**src/rtl/irpw_pkg.sv**
```systemverilog
// Shared constants and types for the infrared pulse-width frame decoder.
package irpw_pkg;

	// Capture length limit and the width of the item position counter
	localparam int CAPTURE_MAX = 128;
	localparam int IDX_W       = $clog2(CAPTURE_MAX + 1);

	// Field and register widths
	localparam int DUR_W   = 16;
	localparam int TOL_W   = 6;
	localparam int EXC_W   = 9;
	localparam int PAY_W   = 32;
	localparam int BITS_W  = 7;
	localparam int NOM_W   = 13;
	localparam int BOUND_W = 21;
	localparam int PROD_W  = 23;

	// Configuration register indexes
	localparam int CFG_IDX_W = 2;
	localparam logic [CFG_IDX_W-1:0] REG_LONG_GAP  = 2'd0;
	localparam logic [CFG_IDX_W-1:0] REG_TOLERANCE = 2'd1;
	localparam logic [CFG_IDX_W-1:0] REG_EXCESS    = 2'd2;
	localparam int CFG_DATA_W = EXC_W;

	// Configuration reset values
	localparam logic [TOL_W-1:0] TOL_RESET    = 6'd25;
	localparam logic [EXC_W-1:0] EXCESS_RESET = 9'd100;

	// Nominal durations in microseconds
	localparam logic [NOM_W-1:0] LEAD_MARK_US  = 13'd3000;
	localparam logic [NOM_W-1:0] LEAD_SPACE_US = 13'd6000;
	localparam logic [NOM_W-1:0] SHORT_SYNC_US = 13'd3000;
	localparam logic [NOM_W-1:0] LONG_SYNC_US  = 13'd6000;
	localparam logic [NOM_W-1:0] ONE_MARK_US   = 13'd2000;
	localparam logic [NOM_W-1:0] ZERO_MARK_US  = 13'd1000;
	localparam logic [NOM_W-1:0] PAIR_SPACE_US = 13'd2000;

	// Duration scale applied before comparing against the bounds
	localparam logic [PROD_W-1:0] PCT_SCALE = 23'd100;

	// Header sizes and minimum capture lengths
	localparam logic [IDX_W-1:0] HDR_LONG         = IDX_W'(4);
	localparam logic [IDX_W-1:0] HDR_SHORT        = IDX_W'(2);
	localparam logic [IDX_W-1:0] TAG_MIN_LONG     = IDX_W'(18);
	localparam logic [IDX_W-1:0] BEACON_MIN_LONG  = IDX_W'(14);
	localparam logic [IDX_W-1:0] TAG_MIN_SHORT    = IDX_W'(16);
	localparam logic [IDX_W-1:0] BEACON_MIN_SHORT = IDX_W'(12);
	localparam logic [IDX_W-1:0] CAPTURE_LIMIT    = IDX_W'(CAPTURE_MAX);

	localparam logic [BITS_W-1:0] BITS_SAT = '1;

	// Inclusive window on the scaled duration
	typedef struct packed {
		logic [BOUND_W-1:0] lo;
		logic [BOUND_W-1:0] hi;
	} window_t;

	// Windows for every nominal the frame checks
	typedef struct packed {
		window_t mark_1000;
		window_t mark_2000;
		window_t mark_3000;
		window_t mark_6000;
		window_t space_2000;
		window_t space_6000;
	} bounds_t;

	// Per-item window hits
	typedef struct packed {
		logic lead_mark;
		logic lead_space;
		logic short_sync;
		logic long_sync;
		logic pair_space;
		logic one_mark;
		logic zero_mark;
	} match_t;

endpackage

```
**src/rtl/irpw_bounds.sv**
```systemverilog
// Configuration registers and precomputed tolerance windows.
module irpw_bounds
	import irpw_pkg::*;
(
	input  logic                  clk,
	input  logic                  arst_n,
	input  logic                  cfg_we,
	input  logic [CFG_IDX_W-1:0]  cfg_index,
	input  logic [CFG_DATA_W-1:0] cfg_data,
	output logic                  long_gap,
	output bounds_t               bounds
);

	logic             long_gap_q;
	logic [TOL_W-1:0] tol_q;
	logic [EXC_W-1:0] excess_q;
	bounds_t          bounds_q;
	logic [7:0]       pct_lo;
	logic [7:0]       pct_hi;
	bounds_t          bounds_d;

	// Take register writes; unknown indexes are dropped
	always_ff @(posedge clk or negedge arst_n) begin
		if (!arst_n) begin
			long_gap_q <= 1'b0;
			tol_q      <= TOL_RESET;
			excess_q   <= EXCESS_RESET;
		end else if (cfg_we) begin
			case (cfg_index)
				REG_LONG_GAP:  long_gap_q <= cfg_data[0];
				REG_TOLERANCE: tol_q      <= cfg_data[TOL_W-1:0];
				REG_EXCESS:    excess_q   <= cfg_data[EXC_W-1:0];
				default: ;
			endcase
		end
	end

	function automatic window_t make_window(input logic [NOM_W-1:0] nom,
			input logic [7:0] lo_pct, input logic [7:0] hi_pct);
		window_t w;
		w.lo = BOUND_W'(nom) * BOUND_W'(lo_pct);
		w.hi = BOUND_W'(nom) * BOUND_W'(hi_pct);
		return w;
	endfunction

	// Widen marks and narrow spaces by the excess, then scale by the tolerance
	always_comb begin
		pct_lo = 8'd100 - 8'(tol_q);
		pct_hi = 8'd100 + 8'(tol_q);
		bounds_d.mark_1000  = make_window(ZERO_MARK_US + NOM_W'(excess_q), pct_lo, pct_hi);
		bounds_d.mark_2000  = make_window(ONE_MARK_US + NOM_W'(excess_q), pct_lo, pct_hi);
		bounds_d.mark_3000  = make_window(LEAD_MARK_US + NOM_W'(excess_q), pct_lo, pct_hi);
		bounds_d.mark_6000  = make_window(LONG_SYNC_US + NOM_W'(excess_q), pct_lo, pct_hi);
		bounds_d.space_2000 = make_window(PAIR_SPACE_US - NOM_W'(excess_q), pct_lo, pct_hi);
		bounds_d.space_6000 = make_window(LEAD_SPACE_US - NOM_W'(excess_q), pct_lo, pct_hi);
	end

	// Hold the windows in registers so compares see a short path
	always_ff @(posedge clk) begin
		bounds_q <= bounds_d;
	end

	assign long_gap = long_gap_q;
	assign bounds   = bounds_q;

endmodule

```
**src/rtl/irpw_match.sv**
```systemverilog
// Window compares of one scaled duration against all nominals.
module irpw_match
	import irpw_pkg::*;
(
	input  logic [PROD_W-1:0] prod,
	input  bounds_t           bounds,
	output match_t            hits
);

	function automatic logic in_window(input logic [PROD_W-1:0] v, input window_t w);
		return (v >= PROD_W'(w.lo)) && (v <= PROD_W'(w.hi));
	endfunction

	// Compare against each window; tag and header mark share the 3000 us window
	always_comb begin
		hits.lead_mark  = in_window(prod, bounds.mark_3000);
		hits.lead_space = in_window(prod, bounds.space_6000);
		hits.short_sync = in_window(prod, bounds.mark_3000);
		hits.long_sync  = in_window(prod, bounds.mark_6000);
		hits.pair_space = in_window(prod, bounds.space_2000);
		hits.one_mark   = in_window(prod, bounds.mark_2000);
		hits.zero_mark  = in_window(prod, bounds.mark_1000);
	end

endmodule

```
**src/rtl/irpw_frame.sv**
```systemverilog
// Frame state tracking and the result register.
module irpw_frame
	import irpw_pkg::*;
(
	input  logic              clk,
	input  logic              arst_n,
	input  logic              step,
	input  logic              last,
	input  logic              long_gap,
	input  match_t            hits,
	input  logic              out_stall,
	output logic              out_valid,
	output logic              frame_ok,
	output logic              is_beacon,
	output logic [PAY_W-1:0]  payload,
	output logic [BITS_W-1:0] bit_count
);

	logic [IDX_W-1:0]  idx_q, idx_d;
	logic              failed_q, failed_d;
	logic              beacon_q, beacon_d;
	logic [PAY_W-1:0]  shift_q, shift_d;
	logic [BITS_W-1:0] bits_q, bits_d;
	logic              pend_q, pend_d;
	logic [IDX_W-1:0]  hdr_sz;
	logic [IDX_W-1:0]  min_len;
	logic              ok;

	logic              out_valid_q;
	logic              frame_ok_q;
	logic              is_beacon_q;
	logic [PAY_W-1:0]  payload_q;
	logic [BITS_W-1:0] bit_count_q;

	// Decode the item at the current position and update the capture state
	always_comb begin
		idx_d    = idx_q;
		failed_d = failed_q;
		beacon_d = beacon_q;
		shift_d  = shift_q;
		bits_d   = bits_q;
		pend_d   = pend_q;
		hdr_sz   = long_gap ? HDR_LONG : HDR_SHORT;

		if (idx_q < CAPTURE_LIMIT) begin
			idx_d = idx_q + IDX_W'(1);
			if (long_gap && idx_q == '0) begin
				// leading gap is ignored
			end else if (long_gap && idx_q == IDX_W'(1)) begin
				if (!hits.lead_mark) failed_d = 1'b1;
			end else if (idx_q == hdr_sz - IDX_W'(2)) begin
				if (!hits.lead_space) failed_d = 1'b1;
			end else if (idx_q == hdr_sz - IDX_W'(1)) begin
				if (hits.short_sync) beacon_d = 1'b0;
				else if (hits.long_sync) beacon_d = 1'b1;
				else failed_d = 1'b1;
			end else if (!idx_q[0]) begin
				pend_d = hits.pair_space;
			end else if (!pend_q) begin
				failed_d = 1'b1;
			end else if (hits.one_mark) begin
				shift_d = {shift_q[PAY_W-2:0], 1'b1};
				if (bits_q != BITS_SAT) bits_d = bits_q + BITS_W'(1);
			end else if (hits.zero_mark) begin
				shift_d = {shift_q[PAY_W-2:0], 1'b0};
				if (bits_q != BITS_SAT) bits_d = bits_q + BITS_W'(1);
			end
		end

		// Check the capture length against the tag or beacon minimum
		if (beacon_d) min_len = long_gap ? BEACON_MIN_LONG : BEACON_MIN_SHORT;
		else min_len = long_gap ? TAG_MIN_LONG : TAG_MIN_SHORT;
		ok = !failed_d && (idx_d >= min_len);
	end

	// Advance the capture state; clear it after the last item
	always_ff @(posedge clk or negedge arst_n) begin
		if (!arst_n) begin
			idx_q    <= '0;
			failed_q <= 1'b0;
			beacon_q <= 1'b0;
			shift_q  <= '0;
			bits_q   <= '0;
			pend_q   <= 1'b0;
		end else if (step) begin
			if (last) begin
				idx_q    <= '0;
				failed_q <= 1'b0;
				beacon_q <= 1'b0;
				shift_q  <= '0;
				bits_q   <= '0;
				pend_q   <= 1'b0;
			end else begin
				idx_q    <= idx_d;
				failed_q <= failed_d;
				beacon_q <= beacon_d;
				shift_q  <= shift_d;
				bits_q   <= bits_d;
				pend_q   <= pend_d;
			end
		end
	end

	// Hold the result until the downstream side takes it
	always_ff @(posedge clk or negedge arst_n) begin
		if (!arst_n) begin
			out_valid_q <= 1'b0;
		end else if (step && last) begin
			out_valid_q <= 1'b1;
		end else if (!out_stall) begin
			out_valid_q <= 1'b0;
		end
	end

	always_ff @(posedge clk) begin
		if (step && last) begin
			frame_ok_q  <= ok;
			is_beacon_q <= ok && beacon_d;
			payload_q   <= ok ? shift_d : '0;
			bit_count_q <= ok ? bits_d : '0;
		end
	end

	assign out_valid = out_valid_q;
	assign frame_ok  = frame_ok_q;
	assign is_beacon = is_beacon_q;
	assign payload   = payload_q;
	assign bit_count = bit_count_q;

endmodule

```
**src/rtl/ir_pulse_width_frame_decoder.sv**
```systemverilog
// Top level of the infrared pulse-width frame decoder.
// The last item is registered in the input stage, then its result and out_valid in the result register.
// Throughput: one item per cycle, but the last item of a frame waits in the input
// register while a held result is stalled; items with no result pass it freely.
// Reset: arst_n clears the capture state, both valid flags and restores the
// configuration registers to their reset values.
module ir_pulse_width_frame_decoder
	import irpw_pkg::*;
(
	input  logic                  clk,
	input  logic                  arst_n,
	input  logic                  cfg_we,
	input  logic [CFG_IDX_W-1:0]  cfg_index,
	input  logic [CFG_DATA_W-1:0] cfg_data,
	input  logic                  in_valid,
	output logic                  in_stall,
	input  logic [DUR_W-1:0]      duration_us,
	input  logic                  last_item,
	output logic                  out_valid,
	input  logic                  out_stall,
	output logic                  frame_ok,
	output logic                  is_beacon,
	output logic [PAY_W-1:0]      payload,
	output logic [BITS_W-1:0]     bit_count
);

	logic              valid_s1;
	logic              last_s1;
	logic [PROD_W-1:0] prod_s1;
	logic              out_free;
	logic              step;
	logic              long_gap;
	bounds_t           bounds;
	match_t            hits;

	// Advance the input stage unless its result has nowhere to go
	assign out_free = !out_valid || !out_stall;
	assign step     = valid_s1 && (out_free || !last_s1);
	assign in_stall = valid_s1 && !step;

	always_ff @(posedge clk or negedge arst_n) begin
		if (!arst_n) begin
			valid_s1 <= 1'b0;
		end else if (!in_stall) begin
			valid_s1 <= in_valid;
		end
	end

	// Capture the request with its duration already scaled to percent units
	always_ff @(posedge clk) begin
		if (in_valid && !in_stall) begin
			last_s1 <= last_item;
			prod_s1 <= PROD_W'(duration_us) * PCT_SCALE;
		end
	end

	irpw_bounds u_bounds (
		.clk       (clk),
		.arst_n    (arst_n),
		.cfg_we    (cfg_we),
		.cfg_index (cfg_index),
		.cfg_data  (cfg_data),
		.long_gap  (long_gap),
		.bounds    (bounds)
	);

	irpw_match u_match (
		.prod   (prod_s1),
		.bounds (bounds),
		.hits   (hits)
	);

	irpw_frame u_frame (
		.clk       (clk),
		.arst_n    (arst_n),
		.step      (step),
		.last      (last_s1),
		.long_gap  (long_gap),
		.hits      (hits),
		.out_stall (out_stall),
		.out_valid (out_valid),
		.frame_ok  (frame_ok),
		.is_beacon (is_beacon),
		.payload   (payload),
		.bit_count (bit_count)
	);

endmodule

```
**config.mk**
```make
export PLATFORM = sky130hd
export DESIGN_NAME = ir_pulse_width_frame_decoder
export DESIGN_NICKNAME = d
export VERILOG_FILES = /design/src/rtl/irpw_pkg.sv /design/src/rtl/irpw_bounds.sv /design/src/rtl/irpw_match.sv /design/src/rtl/irpw_frame.sv /design/src/rtl/ir_pulse_width_frame_decoder.sv
export SDC_FILE = /design/constraint.sdc
export NUM_CORES = 2
export LEC_CHECK = 0
export ABC_AREA = 0
export BUFFER_PORTS_ARGS = -buffer_cell sky130_fd_sc_hd__buf_2
export CAP_MARGIN = 40
export CORE_ASPECT_RATIO = 1.25
export CORE_UTILIZATION = 60
export CTS_CLUSTER_DIAMETER = 60
export DETAILED_ROUTE_END_ITERATION = 10
export HOLD_SLACK_MARGIN = 0.02
export PLACE_DENSITY = 0.8
export SYNTH_ARGS = -nofsm -noshare
export SYNTH_HDL_FRONTEND = slang
export SYNTH_SLANG_ARGS = --single-unit
```
**constraint.sdc**
```tcl
create_clock -name clk -period 7.1 [get_ports clk]
set_input_delay 0.71 -clock clk [delete_from_list [all_inputs] [get_ports clk]]
set_output_delay 0.71 -clock clk [all_outputs]
set_load 0.02 [all_outputs]
```
==> impl_metrics.tcl <==
set metrics [dict create \
    outcome "finished clean" \
    synth_top_family_by_area "adder cells" \
    ff2ff_path_depth 19 \
    crit_arrival_ns 7.14 \
    hold_violations 0 \
    root_buffer "clkbuf_16" \
    crit_path_end_kind "flip-flop" \
    path_delay_family "adder cells" \
    synth_edf_count 63 \
    r2r_start "u_bounds.excess_q[1]" \
    worst-path-buf-inv 1 \
    worstHoldPathCells 1 \
    synthAdderAreaFrac_pct 45.85 \
    min_path_type "primary input to flip-flop" \
    synth.avg_cell_area_um2 9.075 \
    htreeDepth 2 \
    synth_compound_area_share_pct 9.053 \
    fin_crit_ns 6.636 \
    grt_pass1_vias 37760 \
    syn_inst 5160 \
    cts_buffers 45 \
    grt.total_usage_pct 34.70 \
    slowest_stage "xnor2_1" \
    fin_setup_tns_ns 0 \
    yosysWarnings 0 \
    setup_viol 0 \
    grt_max_degree 47 \
    cts_sinks 344 \
    synth_mux_area_share_pct 1.090 \
    hpwl_mm 107.2 \
    max_slew_margin_pct 32.09 \
    ys_async_sr_fraction_pct 19.77 \
    place.gp.congestion 1.067 \
    tritoncts "done" \
    startpoint "u_bounds.excess_q[1]" \
    drv_slew 0 \
    cp.required_ns 7.60 \
    rsz0062_at_grt "no" \
    yosys.cell_types.count 90 \
    clock_skew_ns 0.04974 \
    rows 114 \
    post-cts-setup-buffer-count 0 \
    dpl_cell_area_mm2 0.04895 \
    cts_max_path_buffers 3 \
    synth_xor_area_share_pct 4.564 \
    grt-ovfl-total 0 \
    post-route-cell-area_mm2 0.05053 \
    postCtsHoldBufs 1 \
    drv_cap 0 \
    cpPeakStageDelay_ns 0.70 \
    worstHoldStart "last_item" \
    criticalPathCategory "flip-flop to flip-flop" \
    route.detailed.drc 0 \
    vias_per_cell 5.761 \
    worstPathCellList "inv_1 > ha_1 > and3_1 > a21oi_1 > and3_1 > xnor2_1 > and2_1 > fa_1 > fa_1 > fa_1 > fa_1 > ha_1 > and2_1 > o21ai_0 > a311oi_1 > o21ai_0 > a21boi_0 > mux2i_1 > nand2_1" \
    port_buffers 75 \
    wl_mm 133.5 \
    drt_iter0_markers 2938 \
    hold_end "last_s1" \
    ys_seq_elements 344 \
    worst_path_most_repeated_cell "fa_1" \
    r2r-end "u_bounds.bounds[61]" \
    fp.dieW_um 251.9 \
    dr_total_vias 36530 \
    die_area_mm2 0.07917 \
    antenna_found_initial 5 \
    synthesis.area_mm2 0.04682 \
    cts_resized 0 \
    ys_dominant_reg_cell "dfxtp_1" \
    start_util_pct 60.57 \
    clkTransAtPathRegs_ns 0.06 \
    yosys.area_share.simple_pct 12.49 \
    area_delta_synth_final_pct 7.915 \
    cp-start-kind "flip-flop" \
    grt_pass1_wl_mm 207.5 \
    core-area_mm2 0.07731 \
    dr.pass1.iters 5 \
    io_pins 76 \
    wl_per_cell_um 21.05 \
    worstSkewPairLatency_ns 0.64 \
    max_freq_mhz 150.7 \
    die_h_um 314.3 \
    syn_nets 6544 \
    yosysSeqAreaShare_pct 16.80 \
    crit_fanout 11 \
    nets 6644 \
    worst_pin_slew_ns 1.011 \
    regToRegSetupSlack_ns 0.46 \
    period_share_pct 93.47 \
    ant_nets 0 \
    drive_above_1_share_pct 6.401 \
]
[cell usage after synthesis, types with 7 or more instances]
master	n	share of area [%]
a31o_2	11	0.21
nor2_1	454	3.6
fa_1	608	26
a21boi_0	7	0.11
a22o_1	34	0.64
o21a_1	24	0.38
xnor2_1	173	3.2
nand4_1	27	0.36
inv_1	1098	8.8
a21oi_1	181	1.9
mux2_2	16	0.38
xor2_1	71	1.3
nor4_1	8	0.11
clkbuf_1	102	0.82
nor3_1	67	0.72
buf_2	8	0.086
dfrtp_1	62	3.3
o211ai_1	11	0.18
buf_1	15	0.12
a41oi_1	15	0.28
or2_2	11	0.15
mux2i_1	33	0.71
nor2b_1	61	0.81
o21bai_1	16	0.26
or3_1	20	0.27
nand2_1	411	3.3
o21ai_0	115	1.2
and3_1	26	0.35
and2_1	74	0.99
edfxtp_1	63	4.0
a21o_1	97	1.6
a31oi_1	10	0.13
nand3_1	67	0.72
a211oi_1	32	0.51
o31ai_1	16	0.26
nand2b_1	34	0.45
ha_1	743	20
dfxtp_1	213	9.1
[cells by family (layout without fill, tap and decap cells)]
family                   count (synthesis)  count (layout)
adder cells (fa/ha/maj)               1351            1351
multiplexers                            49              49
AO/OA/AOI/OAI                          638             638
AND/OR/NAND/NOR                       1295            1295
flip-flops                             344             344
buffers and inverters                 1239            1375
other                                    0               1
XOR/XNOR                               244             244
[per-stage QoR]
step | hold slack [ns] | setup slack (ns) | cells | util (%)
after floorplan | 0.4144 | 0.2584 | 5160 | -
after global placement | 0.4762 | 0.7637 | 6243 | 63.03
after detailed placement | 0.4875 | 0.5806 | 6256 | 63.31
after CTS | 0.2478 | 0.5355 | 6340 | 65.36
after global routing | 0.2674 | 0.02342 | 6340 | 65.36
final | 0.2730 | 0.4636 | 6341 | 65.36
[layout make-up]
cell class                 count  area, µm²
multi-input combinational   3577      34280
fill                        6204      26780
sequential                   344       7866
inverter                    1104       4144
timing repair buffer         188       1364
tap                         1044       1306
clock buffer                  52       1204
clock inverter                31      366.6
antenna                        1      2.502
[routing by layer]
layer	track usage (%)	routed length, µm	vias up
met4	24.19	10910	6
met1	41.03	49340	17770
li1	-	-	16620
met2	57.06	61430	1584
met3	6.689	11760	551
met5	0	42	-
[how the worst max path moves through the flow]
| stage | to | slack (ns) | cells past startpoint |
|---|---|---|---|
| 3_5_place_dp | u_bounds.bounds[81] | 0.58 | 23 |
| 2_1_floorplan | u_bounds.bounds[125] | 0.26 | 25 |
| 3_3_place_gp | u_bounds.bounds[81] | 0.76 | 23 |
| 4_1_cts | u_bounds.bounds[61] | 0.54 | 19 |
| 5_1_grt | u_bounds.bounds[61] | 0.02 | 19 |
| 6_report | u_bounds.bounds[61] | 0.46 | 19 |
[placed cells by master, fill, tap and decap left out, types with 27 or more instances in the layout]
cell type and n:
nand3_1 67, buf_4 104, mux2i_1 33, a22o_1 34, dfxtp_1 213, nand2b_1 34
a21o_1 97, edfxtp_1 63, nor2_1 453, xnor2_1 170, clkbuf_16 46, a211oi_1 32
o21ai_0 115, nor3_1 67, and2_1 74, fa_1 608, buf_2 74, nand2_1 411
dfrtp_1 61, inv_1 1098, ha_1 742, a21oi_1 181, nand4_1 27, xor2_1 68
nor2b_1 61
[state kept, by name (all words and copies together), names as in the netlist, 6 cells and up]
register / flops
u_bounds.bounds: 213
u_frame.payload: 32
u_frame.shift_q: 32
prod_s1: 21
u_bounds.excess_q: 9
u_frame.idx_q: 8
u_frame.bit_count: 7
u_frame.bits_q: 7
u_bounds.tol_q: 6
Power is left out: the tool's default activity adds up to more than one toggle a clock period on the data nets, which glitch-free logic cannot reach.
